<file path="src/hdl/sdz_pkg.sv">
// Shared widths, constants and types of the stick radial dead zone scaler.
package sdz_pkg;

    localparam int SAMPLE_BITS = 16;
    localparam int FRAC_BITS   = SAMPLE_BITS - 1;
    localparam int SUM_W       = 2 * SAMPLE_BITS;
    localparam int ROOT_W      = SAMPLE_BITS;
    localparam int SQ_REM_W    = ROOT_W + 2;
    localparam int LEN100_W    = FRAC_BITS + 7;
    localparam int MAG_W       = FRAC_BITS + 1;
    localparam int DZ_W        = 7;
    localparam int SENS_W      = 8;
    localparam int CFG_W       = 8;
    localparam int CFG_IDX_W   = 1;
    localparam int NUM_W       = (2 * FRAC_BITS + 1 > LEN100_W + SENS_W)
                                 ? 2 * FRAC_BITS + 1 : LEN100_W + SENS_W;
    localparam int DEN_W       = (SAMPLE_BITS > 14) ? SAMPLE_BITS : 14;
    localparam int Q_W         = FRAC_BITS + 2;
    localparam int FIFO_DEPTH  = 4;
    localparam int FIFO_AW     = 2;

    localparam logic [SAMPLE_BITS-1:0] ONE_VAL = SAMPLE_BITS'(1) << FRAC_BITS;

    localparam logic [CFG_IDX_W-1:0] REG_DEADZONE    = CFG_IDX_W'(0);
    localparam logic [CFG_IDX_W-1:0] REG_SENSITIVITY = CFG_IDX_W'(1);

    localparam logic [DZ_W-1:0]   DZ_RESET   = DZ_W'(20);
    localparam logic [DZ_W-1:0]   DZ_MIN     = DZ_W'(5);
    localparam logic [DZ_W-1:0]   DZ_MAX     = DZ_W'(60);
    localparam logic [SENS_W-1:0] SENS_RESET = SENS_W'(100);
    localparam logic [SENS_W-1:0] SENS_MIN   = SENS_W'(50);
    localparam logic [SENS_W-1:0] SENS_MAX   = SENS_W'(200);

    typedef struct packed {
        logic [DZ_W-1:0]   dz;
        logic [SENS_W-1:0] sens;
    } cfg_t;

    typedef struct packed {
        logic [SAMPLE_BITS-1:0] ax;
        logic [SAMPLE_BITS-1:0] ay;
        logic                   nx;
        logic                   ny;
        logic [ROOT_W-1:0]      len_full;
        logic                   dz_hit;
    } side_t;

    typedef struct packed {
        side_t                side;
        logic [LEN100_W-1:0]  diff;
    } item_t;

endpackage

</file>
<file path="src/hdl/sdz_fifo.sv">
// Short queue of classified items between the front and back parts.
module sdz_fifo
    import sdz_pkg::*;
(
    input  logic  clk,
    input  logic  rst_n,
    input  logic  push,
    input  item_t push_item,
    output logic  full,
    input  logic  pop,
    output item_t pop_item,
    output logic  empty
);

    item_t              store_reg [0:FIFO_DEPTH-1];
    logic [FIFO_AW-1:0] wr_ptr_reg, rd_ptr_reg;
    logic [FIFO_AW:0]   count_reg;

    assign full     = count_reg == (FIFO_AW+1)'(FIFO_DEPTH);
    assign empty    = count_reg == '0;
    assign pop_item = store_reg[rd_ptr_reg];

    always_ff @(posedge clk or negedge rst_n)
    begin
        if (!rst_n)
        begin
            wr_ptr_reg <= '0;
            rd_ptr_reg <= '0;
            count_reg  <= '0;
        end
        else
        begin
            if (push)
            begin
                wr_ptr_reg <= wr_ptr_reg + 1'b1;
            end
            if (pop)
            begin
                rd_ptr_reg <= rd_ptr_reg + 1'b1;
            end
            if (push && !pop)
            begin
                count_reg <= count_reg + 1'b1;
            end
            else if (pop && !push)
            begin
                count_reg <= count_reg - 1'b1;
            end
        end
    end

    always_ff @(posedge clk)
    begin
        if (push)
        begin
            store_reg[wr_ptr_reg] <= push_item;
        end
    end

endmodule

</file>
<file path="config.mk">
export PLATFORM = sky130hd
export DESIGN_NAME = sdz_fifo
export DESIGN_NICKNAME = d
export VERILOG_FILES = /design/src/hdl/sdz_pkg.sv /design/src/hdl/sdz_fifo.sv
export SDC_FILE = /design/constraint.sdc
export NUM_CORES = 1
export LEC_CHECK = 0
export ABC_AREA = 1
export BUFFER_PORTS_ARGS = -buffer_cell sky130_fd_sc_hd__buf_2
export CORE_MARGIN = 8
export CORE_UTILIZATION = 45
export CTS_BUF_LIST = sky130_fd_sc_hd__clkbuf_4 sky130_fd_sc_hd__clkbuf_8
export CTS_CLUSTER_DIAMETER = 150
export DETAILED_ROUTE_END_ITERATION = 7
export PLACE_DENSITY = 0.68
export SETUP_SLACK_MARGIN = 0.4
export SYNTH_ARGS = -nofsm -noshare
export SYNTH_HDL_FRONTEND = slang
export SYNTH_SLANG_ARGS = --single-unit
</file>
<file path="constraint.sdc">
create_clock -name clk -period 4.6 [get_ports clk]
set_clock_uncertainty 0.2 [all_clocks]
set_input_delay 0.69 -clock clk [delete_from_list [all_inputs] [get_ports clk]]
set_output_delay 0.69 -clock clk [all_outputs]
set_load 0.005 [all_outputs]
</file>
Word level (Yosys, flattened, before mapping) --
Memories as Yosys holds them, arrays and structs flattened. Index checks and enable logic that the tools add are counted.
Word-level totals: register bits after elaboration 7, latch bits 0, bits in writable memories 292, bits in read-only memories 0, input port bits 77, word-level logic and storage cells 19, memories kept 1
Cells by class: $add $sub $neg 4, $mul 0, div/mod/pow operators 0, order comparisons 0, equality and inequality tests 1, shifts and indexed selects 0, mux-type cells 4, bitwise gates (word level) 0, reduce and logical (&&, ||, !) cells 6
Memory list:
- store_reg | words 4, width 73, rd ports 1, clocked after memory_dff 0, wr ports 1, RTL line sdz_fifo.sv:15 | item_t store_reg [0:FIFO_DEPTH-1];
Operators with widths (count):
- $mux W3 | 2
- $add A2 B1 Y2 const B | 2
- $add A3 B1 Y3 const B | 1
- $eq A3 B3 Y1 const B | 1
- $logic_not A3 Y1 | 1
- $sub A3 B1 Y3 const B | 1
- $logic_and A1 B1 Y1 | 2
- $logic_not A1 Y1 | 2
- $mux W1 | 2
- $reduce_bool A2 Y1 | 1

Longest topological paths before layout --
depth in word-level cells 4, gate-level depth with buffers 9

Worst setup path before layout --
OpenSTA, ideal clock, no wires.
path type input -> register, start point input port push, end point memory store_reg[0][0] (netlist name), enable pin, setup time 427 ps, data arrival time 2403 ps, data required time 3973 ps, path slack 1570 ps, cell stages on the path 3, path buffers 1, cells stage by stage clkbuf_1 -> nand2_1 -> inv_1
Between the ends: cells in the longest elaborated chain, start to end 2
Ends and longest elaborated chain:
- start: declaration | RTL line sdz_fifo.sv:7 | input logic push,
- $mux W1 | RTL line sdz_fifo.sv:54 | if (push)
- $mux W1 (not written as such) | RTL line sdz_fifo.sv:56 | store_reg[wr_ptr_reg] <= push_item;
- end: declaration | RTL line sdz_fifo.sv:15
Every way passes these cells.

==> run metrics <==
status completed; DP HPWL 14400 µm; Max H-tree Level 2; share of the synthesized area in the top cell type 72.5%; final setup vio count 0; crit start category register; P_leak 0.00569 µW; Vert. Die Dim 180 µm; DRT iter0 DRCs 426; TNS Setup 0 ns; relative slew slack 37.0%; Cells after Synth 900; post-route cell area 14000 µm²; Synth area leaders edfxtp_1, o211ai_1, nand2_1; Die W 180 µm; postcts setup bufs 0; Min-Delay Endpoint store_reg[0][51]; CP max FO 88; switch share 33.1%; Post-DRT Antenna Nets 0; Comb power frac 29.9%; Core Rows 60; TritonCTS Buffers 50; CTS tree built; Tcrit/Tclk final 73.6%; num ports 152; initial core utilization 45.4%; max reg flops 292; routed len/inst 16.6 µm; FF-to-FF path depth 5; Worst Setup End Kind output pin; die area 32400 µm²; P_int 5900 µW; gpl congestion 0.739; commonest non-fill, non-tap cell in the layout edfxtp_1; Max Clk Rate 295 MHz; Max-Cap Viols 0; peak supply drop 0.000432 V; switching pwr 2910 µW; vias per inst 4.88; post-synthesis sequential area ratio 73.9%; initial antenna violation count 3; CTS clk-pin slew, worst paths 0.06 ns; TritonCTS sink count 299; share of power burned in the clock network 26.8%; GR Overflow Total 0; first-pass GRT wire length 38200 µm; CORE AREA 26700 µm²; min Tclk post-route 3.39 ns; R2R setup slack 2.22 ns; Tightest Hold Check Type in -> reg; Critical R2R Capture store_reg[1][25]; syn avg cell area 13.4 µm²; drt drc 0; unrepaired setup endpoints after global routing false; Critical Path AT 2.50 ns; register bit total from synthesis 299; worst reg2reg path startpoint wr_ptr_reg[1]; synthesized area 12100 µm²; sequential power share 43.3%; Worst Path Required 3.71 ns; Final Net Count 1151; Total GRT Usage 14.6%; Buffers on Ports 151; Final Hold Fails 0; Via Count 7080; leading area contributor after synthesis edfxtp_1; Power Dens Cells 628 nW/µm²; dpl cell area 13000 µm²; synth-to-layout area growth 15.9%; share of post-route cells with drive strength above 1 23.3%; Synthesis Warnings 0; Pre-Repair DR Iteration Count 4; Clock Path Buffers 3; Root Driver clkbuf_8; most frequent cells in the layout edfxtp_1, nand2_1, inv_1, buf_2, o211ai_1; vias in the first global route 7392; Worst-Skew Late Latency 0.55 ns; WHS Path Cells 1; hold_sp push_item[51]; largest net degree at the start of global routing 89; kind of critical path reg -> out; syn_nets 983; Slew Limit Fails 0; Yosys cell types 19; Worst Max-Slew Pin Slew 0.945 ns; WL final 24100 µm
through the flow:
step,worst slack [ns],std cells,total power [µW],hold slack [ns],utilization [%]
6_report,1.21,1451,8810,0.149,52.6
5_1_grt,1.04,1449,9380,0.124,52.6
4_1_cts,1.18,1449,8960,0.100,52.6
3_5_place_dp,1.80,1356,6580,0.306,48.7
3_3_place_gp,1.84,1356,6510,0.284,48.7
2_1_floorplan,1.57,900,5700,0.194,-
final cells by class:
type / instances / area [µm²]
timing repair buffer: 166 / 908
inverter: 158 / 598
antenna: 2 / 5.00
tap: 341 / 427
clock inverter: 17 / 131
multi-input combinational: 393 / 2120
sequential: 299 / 8950
clock buffer: 75 / 895
fill: 2229 / 12600
worst max-delay path by stage:
stage / start / endpoint / cells after the start
2_1_floorplan: push / store_reg[0][0] / 3
3_3_place_gp: rd_ptr_reg[0] / pop_item[2] / 4
3_5_place_dp: rd_ptr_reg[0] / pop_item[2] / 5
4_1_cts: rd_ptr_reg[0] / pop_item[2] / 5
5_1_grt: rd_ptr_reg[0] / pop_item[69] / 5
6_report: rd_ptr_reg[0] / pop_item[2] / 5
power by group through the flow:
stage	clock, µW	sequential, µW	combinational, µW
floorplan	0	3740	1950
global placement	0	3850	2660
detailed placement	0	3870	2700
CTS	2430	3820	2710
global route	2530	3870	2980
finish	2360	3820	2630
cells by family after synthesis:
group / Yosys count / synth area share [%]
flip-flops: 299 / 73.9
XOR/XNOR: 4 / 0.290
AO/OA/AOI/OAI: 147 / 9.14
buffers and inverters: 208 / 8.61
AND/OR/NAND/NOR: 236 / 7.37
adder cells (fa/ha/maj): 6 / 0.682
worst max-delay path: stages, from the launching register on:
cell and delay [ns]:
dfrtp_4 1.03, buf_4 0.44, nand2_1 0.10, o211ai_1 0.09, nand2_1 0.08, buf_2 0.13
cells in the mapped netlist:
cell and count:
nand3_1 1, xor2_1 3, o211ai_1 145, inv_1 158, edfxtp_1 292, nand2_1 232, buf_4 1, xnor2_1 1
ha_1 5, clkbuf_1 2, o21ai_1 1, buf_2 18, fa_1 1, nor3_1 2, buf_12 2, dfrtp_1 7
buf_6 27, o211ai_2 1, nand4_1 1
what timing repair did:
item | CTS | global route
gates resized for setup | 0 | 0
hold buffers | 1 | 0
hold endpoints to repair | 7 | 0
per-layer routing:
metal  GRT usage, %  vias to the layer above  wire length, µm
met5              0                        -               26
met4           5.87                        4              538
met3           3.71                       42             1260
met2           25.6                      173            12100
met1           17.0                     3386            10200
li1               -                     3475                -
(Power assumes the default switching activity.)
