--- src/hdl/sdz_pkg.sv ---
// Shared widths, constants and types of the stick radial dead zone scaler.
package sdz_pkg;

    localparam int SAMPLE_BITS = 16;
    localparam int FRAC_BITS   = SAMPLE_BITS - 1;
    localparam int SUM_W       = 2 * SAMPLE_BITS;
    localparam int ROOT_W      = SAMPLE_BITS;
    localparam int SQ_REM_W    = ROOT_W + 2;
    localparam int LEN100_W    = FRAC_BITS + 7;
    localparam int MAG_W       = FRAC_BITS + 1;
    localparam int DZ_W        = 7;
    localparam int SENS_W      = 8;
    localparam int CFG_W       = 8;
    localparam int CFG_IDX_W   = 1;
    localparam int NUM_W       = (2 * FRAC_BITS + 1 > LEN100_W + SENS_W)
                                 ? 2 * FRAC_BITS + 1 : LEN100_W + SENS_W;
    localparam int DEN_W       = (SAMPLE_BITS > 14) ? SAMPLE_BITS : 14;
    localparam int Q_W         = FRAC_BITS + 2;
    localparam int FIFO_DEPTH  = 4;
    localparam int FIFO_AW     = 2;

    localparam logic [SAMPLE_BITS-1:0] ONE_VAL = SAMPLE_BITS'(1) << FRAC_BITS;

    localparam logic [CFG_IDX_W-1:0] REG_DEADZONE    = CFG_IDX_W'(0);
    localparam logic [CFG_IDX_W-1:0] REG_SENSITIVITY = CFG_IDX_W'(1);

    localparam logic [DZ_W-1:0]   DZ_RESET   = DZ_W'(20);
    localparam logic [DZ_W-1:0]   DZ_MIN     = DZ_W'(5);
    localparam logic [DZ_W-1:0]   DZ_MAX     = DZ_W'(60);
    localparam logic [SENS_W-1:0] SENS_RESET = SENS_W'(100);
    localparam logic [SENS_W-1:0] SENS_MIN   = SENS_W'(50);
    localparam logic [SENS_W-1:0] SENS_MAX   = SENS_W'(200);

    typedef struct packed {
        logic [DZ_W-1:0]   dz;
        logic [SENS_W-1:0] sens;
    } cfg_t;

    typedef struct packed {
        logic [SAMPLE_BITS-1:0] ax;
        logic [SAMPLE_BITS-1:0] ay;
        logic                   nx;
        logic                   ny;
        logic [ROOT_W-1:0]      len_full;
        logic                   dz_hit;
    } side_t;

    typedef struct packed {
        side_t                side;
        logic [LEN100_W-1:0]  diff;
    } item_t;

endpackage

--- src/hdl/sdz_front.sv ---
// Front part: takes samples, forms the vector length and applies the dead zone test.
module sdz_front
    import sdz_pkg::*;
(
    input  logic                   clk,
    input  logic                   rst_n,
    input  cfg_t                   cfg,
    input  logic                   in_valid,
    output logic                   in_ready,
    input  logic [SAMPLE_BITS-1:0] stick_x,
    input  logic [SAMPLE_BITS-1:0] stick_y,
    input  logic                   fifo_full,
    output logic                   push,
    output item_t                  push_item
);

    logic en;

    logic                   a_v_reg;
    logic [SAMPLE_BITS-1:0] ax_reg, ay_reg;
    logic                   nx_reg, ny_reg;

    logic                   s_v_reg    [0:ROOT_W];
    logic [SUM_W-1:0]       s_rad_reg  [0:ROOT_W];
    logic [SQ_REM_W-1:0]    s_rem_reg  [0:ROOT_W];
    logic [ROOT_W-1:0]      s_root_reg [0:ROOT_W];
    logic [SAMPLE_BITS-1:0] s_ax_reg   [0:ROOT_W];
    logic [SAMPLE_BITS-1:0] s_ay_reg   [0:ROOT_W];
    logic                   s_nx_reg   [0:ROOT_W];
    logic                   s_ny_reg   [0:ROOT_W];

    logic [SQ_REM_W-1:0]    rem_next   [1:ROOT_W];
    logic [ROOT_W-1:0]      root_next  [1:ROOT_W];
    logic [SQ_REM_W+1:0]    cur        [1:ROOT_W];
    logic [SQ_REM_W+1:0]    trial      [1:ROOT_W];

    logic                   cls_v_reg;
    item_t                  cls_reg;

    logic [SAMPLE_BITS-1:0] abs_x, abs_y;
    logic [SUM_W-1:0]       sum_sq;
    logic [ROOT_W-1:0]      len_cap;
    logic [LEN100_W-1:0]    len100;
    logic [LEN100_W-1:0]    dz_level;
    logic                   dz_hit;

    assign en        = !cls_v_reg || !fifo_full;
    assign in_ready  = en;
    assign push      = cls_v_reg && !fifo_full;
    assign push_item = cls_reg;

    assign abs_x  = stick_x[SAMPLE_BITS-1] ? SAMPLE_BITS'(0) - stick_x : stick_x;
    assign abs_y  = stick_y[SAMPLE_BITS-1] ? SAMPLE_BITS'(0) - stick_y : stick_y;
    assign sum_sq = SUM_W'(ax_reg) * SUM_W'(ax_reg) + SUM_W'(ay_reg) * SUM_W'(ay_reg);

    // One result bit of the square root per stage.
    always_comb
    begin
        for (int k = 1; k <= ROOT_W; k++)
        begin
            cur[k]   = {s_rem_reg[k-1], s_rad_reg[k-1][SUM_W-1:SUM_W-2]};
            trial[k] = (SQ_REM_W+2)'({s_root_reg[k-1], 2'b01});
            if (cur[k] >= trial[k])
            begin
                rem_next[k]  = SQ_REM_W'(cur[k] - trial[k]);
                root_next[k] = {s_root_reg[k-1][ROOT_W-2:0], 1'b1};
            end
            else
            begin
                rem_next[k]  = SQ_REM_W'(cur[k]);
                root_next[k] = {s_root_reg[k-1][ROOT_W-2:0], 1'b0};
            end
        end
    end

    assign len_cap  = (s_root_reg[ROOT_W] > ONE_VAL) ? ONE_VAL : s_root_reg[ROOT_W];
    assign len100   = LEN100_W'(len_cap) * LEN100_W'(100);
    assign dz_level = LEN100_W'(cfg.dz) << FRAC_BITS;
    assign dz_hit   = len100 <= dz_level;

    always_ff @(posedge clk or negedge rst_n)
    begin
        if (!rst_n)
        begin
            a_v_reg   <= 1'b0;
            cls_v_reg <= 1'b0;
            for (int k = 0; k <= ROOT_W; k++)
            begin
                s_v_reg[k] <= 1'b0;
            end
        end
        else if (en)
        begin
            a_v_reg    <= in_valid;
            s_v_reg[0] <= a_v_reg;
            for (int k = 1; k <= ROOT_W; k++)
            begin
                s_v_reg[k] <= s_v_reg[k-1];
            end
            cls_v_reg  <= s_v_reg[ROOT_W];
        end
    end

    always_ff @(posedge clk)
    begin
        if (en)
        begin
            ax_reg <= abs_x;
            ay_reg <= abs_y;
            nx_reg <= stick_x[SAMPLE_BITS-1];
            ny_reg <= stick_y[SAMPLE_BITS-1];

            s_rad_reg[0]  <= sum_sq;
            s_rem_reg[0]  <= '0;
            s_root_reg[0] <= '0;
            s_ax_reg[0]   <= ax_reg;
            s_ay_reg[0]   <= ay_reg;
            s_nx_reg[0]   <= nx_reg;
            s_ny_reg[0]   <= ny_reg;
            for (int k = 1; k <= ROOT_W; k++)
            begin
                s_rad_reg[k]  <= s_rad_reg[k-1] << 2;
                s_rem_reg[k]  <= rem_next[k];
                s_root_reg[k] <= root_next[k];
                s_ax_reg[k]   <= s_ax_reg[k-1];
                s_ay_reg[k]   <= s_ay_reg[k-1];
                s_nx_reg[k]   <= s_nx_reg[k-1];
                s_ny_reg[k]   <= s_ny_reg[k-1];
            end

            cls_reg.side.ax       <= s_ax_reg[ROOT_W];
            cls_reg.side.ay       <= s_ay_reg[ROOT_W];
            cls_reg.side.nx       <= s_nx_reg[ROOT_W];
            cls_reg.side.ny       <= s_ny_reg[ROOT_W];
            cls_reg.side.len_full <= s_root_reg[ROOT_W];
            cls_reg.side.dz_hit   <= dz_hit;
            cls_reg.diff          <= dz_hit ? '0 : len100 - dz_level;
        end
    end

endmodule

--- config.mk ---
export PLATFORM = sky130hd
export DESIGN_NAME = sdz_front
export DESIGN_NICKNAME = d
export VERILOG_FILES = /design/src/hdl/sdz_pkg.sv /design/src/hdl/sdz_front.sv
export SDC_FILE = /design/constraint.sdc
export NUM_CORES = 2
export LEC_CHECK = 0
export ABC_AREA = 1
export CAP_MARGIN = 10
export CORE_MARGIN = 2
export CORE_UTILIZATION = 35
export CTS_CLUSTER_DIAMETER = 120
export CTS_CLUSTER_SIZE = 12
export DETAILED_ROUTE_END_ITERATION = 16
export DONT_BUFFER_PORTS = 1
export GPL_TIMING_DRIVEN = 0
export PLACE_DENSITY = 0.47
export REMOVE_ABC_BUFFERS = 1
export SETUP_SLACK_MARGIN = 0.5
export SLEW_MARGIN = 20
export SYNTH_ARGS = -nofsm -noshare
export SYNTH_HDL_FRONTEND = slang
export SYNTH_SLANG_ARGS = --single-unit
--- constraint.sdc ---
create_clock -name clk -period 44 [get_ports clk]
set_input_delay 2.2 -clock clk [delete_from_list [all_inputs] [get_ports clk]]
set_output_delay 2.2 -clock clk [all_outputs]
set_load 0.02 [all_outputs]
* Yosys cells after proc, flatten, opt, wreduce, memory -nomap -nowiden *
Memory sizes are Yosys's and may differ from the RTL's. A register that Yosys moved wholly into a read port is not among the register bits.
Cells that the tools add are included.

word-level totals
  bits of input ports = 51
  output and inout bits = 75
  memories = 7
  memory bits (writable) = 1700
  word-level logic and storage cells = 117
  bits in registers = 92

operators by class
  muxes and demuxes = 37
  multipliers = 3
  order comparisons = 18
  reductions and logical operators = 4
  $add $sub $neg = 20

memories
  memory           depth  bits a word  rd ports  clocked after Yosys merged registers in  write ports  RTL line         text
  s_rad_reg        17     32           16        0                                        17           sdz_front.sv:24  logic [SUM_W-1:0] s_rad_reg [0:ROOT_W];
  s_rem_reg        17     18           16        0                                        17           sdz_front.sv:25  logic [SQ_REM_W-1:0] s_rem_reg [0:ROOT_W];
  s_ax_reg         17     16           17        1                                        17           sdz_front.sv:27  logic [SAMPLE_BITS-1:0] s_ax_reg [0:ROOT_W];
  s_ay_reg         17     16           17        1                                        17           sdz_front.sv:28  logic [SAMPLE_BITS-1:0] s_ay_reg [0:ROOT_W];
  s_root_reg       17     16           17        0                                        17           sdz_front.sv:26  logic [ROOT_W-1:0] s_root_reg [0:ROOT_W];
  s_nx_reg         17     1            17        1                                        17           sdz_front.sv:29  logic s_nx_reg [0:ROOT_W];
  1 more memories  -      -            -         -                                        -            -

operators by type and width
  cell                   count
  $ge 20x18->1           16
  $mux 18                16
  $sub 18x18->18         16
  $mul 16x16->32         2
  $add 32x32->32         1
  $sub 1x16->16 const A  2
  $mux 15                2
  $le 22x22->1           1
  $sub 22x22->22         1
  $mul 16x5->20 const B  1
  $mux 1                 18
  $gt 16x16->1 const B   1
  $mux 16                1
  $logic_not 1->1        2
  $logic_and 1x1->1      1
  $logic_or 1x1->1       1

* Logic depth before layout (Yosys ltp) *
An unclocked memory read counts as a cell.

  word-level depth = 5
  mapped depth = 37

* Worst setup path after synthesis *
Ideal clock, no wire load.

  path type = input port to flip-flop
  start point = in fifo_full
  end point = reg a_v_reg
  data arrival time = 43.389 ns
  data required time = 43.795 ns
  path slack = 0.407 ns
  path buffers = 1
  cell stages on the path = 3
  library setup time = 0.205 ns
  path through = nand2_1 > clkbuf_1 > mux2_2

between the ends
  longest elaborated chain between the ends = 2

RTL lines
  what                  RTL line         text
  start, declared       sdz_front.sv:12  input logic fifo_full,
  $logic_not 1->1       sdz_front.sv:47  assign en = !cls_v_reg || !fifo_full;
  $logic_or 1x1->1      sdz_front.sv:47
  named net in_ready    sdz_front.sv:9   output logic in_ready,
  end signal, assigned  sdz_front.sv:94  a_v_reg <= in_valid;
  end, declared         sdz_front.sv:19  logic a_v_reg;

The timed path passes the listed nets, and every way through them passes these cells.
A chain may end at the register's enable or synchronous reset.

==> flow_metrics.env <==
export IMPL_outcome="finished, final reports clean"
export IMPL_row_count=166
export IMPL_antenna_found_initial=4
export IMPL_grt_pass1_vias=41700
export IMPL_rsz0062_at_grt="no"
export IMPL_post_drt_via_cell_ratio=4.55
export IMPL_endpoint_kind="flop"
export IMPL_crit_arrival_ns=8.33
export IMPL_place_gp_congestion=0.842
export IMPL_cp_start_kind="flop"
export IMPL_synth_cells=6060
export IMPL_report_final_hold_viol_count=0
export IMPL_regArea_um2=40700
export IMPL_yosys_warnings=0
export IMPL_finalNetCount=6994
export IMPL_synth_most_common_cell="edfxtp_1"
export IMPL_cts_tree="done"
export IMPL_hp_class="reg -> reg"
export IMPL_critPathKind="reg -> reg"
export IMPL_fp_dieW_um=457
export IMPL_critPathMaxFanout=17
export IMPL_wl_mm=143
export IMPL_cts_made_buffers=132
export IMPL_post_cts_setup_buffer_count=0
export IMPL_clock_latency_ns=0.78
export IMPL_synth_edff_count=1341
export IMPL_area_growth_pct=10.4
export IMPL_globalRouteTotalUtil_pct=13.9
export IMPL_ys_ff_latch=1360
export IMPL_whs_ns=0.391
export IMPL_fillers=19600
export IMPL_max_freq_mhz=128
export IMPL_post_dp_hpwl_mm=107
export IMPL_synthTopCellsByCount="1341 x edfxtp_1, 1232 x inv_1, 1065 x nand2_1"
export IMPL_antenna_left=0
export IMPL_ys_types=60
export IMPL_htreeDepth=4
export IMPL_core_region_area_um2=204000
export IMPL_required_ns=44.50
export IMPL_syn_area_per_cell_um2=11.8
export IMPL_grt_max_degree=60
export IMPL_dieHeight_um=457
export IMPL_drive_above_1_share_pct=5.30
export IMPL_final_max_slew_viol_count=0
export IMPL_ctsHoldBuffers=0
export IMPL_fin_tns_setup_ns=0
export IMPL_maxCapViolations=0
export IMPL_async_flop_share_pct=1.40
export IMPL_utilization_pct=38.8
export IMPL_period_share_pct=17.8
export IMPL_grt_pass1_wl_mm=231
export IMPL_ios=126
export IMPL_first_pass_iters=5
export IMPL_wire_per_inst_um=16.2
export IMPL_overflow=0
export IMPL_setup_viol=0
export IMPL_drtIter0Drc=2539
export IMPL_ys_seq_area_share_pct=56.8
export IMPL_start_util_pct=35.2
export IMPL_synth_top_area_share_pct=56.1
export IMPL_max_slew_margin_pct=21.0
export IMPL_route_detailed_drc=0
export IMPL_synth_main_ff_cell="edfxtp_1"
export IMPL_fin_crit_ns=7.83
export IMPL_cts_sinks=1360
export IMPL_finClkSkew_ns=0.0388
export IMPL_yosys_area_top_type="edfxtp_1"
export IMPL_worst_pin_slew_ns=1.19
export IMPL_clockBufferDepth=3
export IMPL_cts_clk_slew_worst_paths_ns=0.06
export IMPL_dr_total_vias=40300
export IMPL_io_buffers=0
export IMPL_dieArea_um2=209000
export IMPL_multi_input_area_um2=25900
export IMPL_synthTopCellsByArea="edfxtp_1 56%, fa_1 11%, ha_1 7.0%"
export IMPL_netlist_area_um2=71800
export IMPL_cts_resized_gates=0
export IMPL_cts_root_buf="clkbuf_16"
layer usage:
metal	vias up	track usage (%)	routed length, um
li1	19900	-	-
met2	594	22.9	67500
met3	208	2.54	5690
met4	0	3.93	3490
met1	19600	18.8	66300
met5	-	0	0
critical path: stages, from the launching register on:
cell      delay, ns
edfxtp_1       1.13
nand2_1        0.29
fa_1           0.55
fa_1           0.50
inv_1          0.07
fa_1           0.50
inv_1          0.05
fa_1           0.48
inv_1          0.05
fa_1           0.50
fa_1           0.51
fa_1           0.55
inv_1          0.06
fa_1           0.55
inv_1          0.05
ha_1           0.39
a21o_1         0.21
a21oi_1        0.37
nand3_1        0.32
nand2_1        0.21
nand2_1        0.07
nand2_1        0.05
nand2_1        0.06
placed cells by master (no fill, tap or decap), types with 5 or more instances in the layout:
master	count
xnor2_1	74
inv_2	7
a21oi_2	7
nor2_2	8
nand2_1	1064
clkbuf_16	134
ha_1	404
xor2_1	135
fa_1	399
nor2_4	5
a31oi_1	9
nor2_1	336
nor4_1	19
o21ai_1	14
nand2_2	6
o21bai_1	26
edfxtp_1	1341
o21ai_2	40
nand2_4	5
nand3b_1	30
clkinv_16	8
o21ai_0	152
a21oi_1	227
a21o_1	15
o211ai_1	11
nand4_1	55
mux2_2	18
inv_1	1232
buf_8	5
dfrtp_1	19
and2_1	5
or2_2	22
buf_16	21
clkbuf_1	9
nand3_1	183
nor3_1	39
o21a_1	16
buf_12	8
worst paths after layout:
kind / start / end / slack, ns / depth (start not counted)
max in group asynchronous: rst_n / s_v_reg[6] / 42.81 / 0
hold reg to reg: s_ay_reg[3][8] / s_ay_reg[4][8] / 0.39 / 0
setup / recovery: ay_reg[3] / s_rad_reg[0][30] / 36.17 / 22
min in group asynchronous: rst_n / a_v_reg / 1.11 / 0
hold / removal: s_ay_reg[3][8] / s_ay_reg[4][8] / 0.39 / 0
setup reg to reg: ay_reg[3] / s_rad_reg[0][30] / 36.17 / 22
metrics by stage:
step                      cell area (um2)  cells  setup WS (ns)
after floorplan                     71300   5972           9.34
after global placement              74700   8660          -4.08
after detailed placement            75400   8692          36.22
after CTS                           79200   8852          36.16
after global routing                79200   8855          35.90
final                               79200   8855          36.17
final cells by class:
type	count	share of cell area [%]
clock buffers	143	4.28
well taps	2688	4.25
flip-flops and latches	1360	51.4
clock inverters	17	0.436
diodes	1	0.00316
multi-input cells	3368	32.7
inverters	1244	5.91
repair buffers	34	1.03
kinds of logic (layout without fill, tap and decap cells):
family,Yosys count,after routing,synth area share (%)
XOR/XNOR,209,209,2.55
multiplexers,18,18,0.282
AO/OA/AOI/OAI,538,538,4.38
flip-flops,1360,1360,56.8
AND/OR/NAND/NOR,1797,1797,10.6
buffers and inverters,1334,1438,7.21
adder cells (fa/ha/maj),803,803,18.2
other,1,4,0.00522
Power is not shown: default switching activity piles up to over one toggle a cycle in this logic, so the estimate is an artifact.
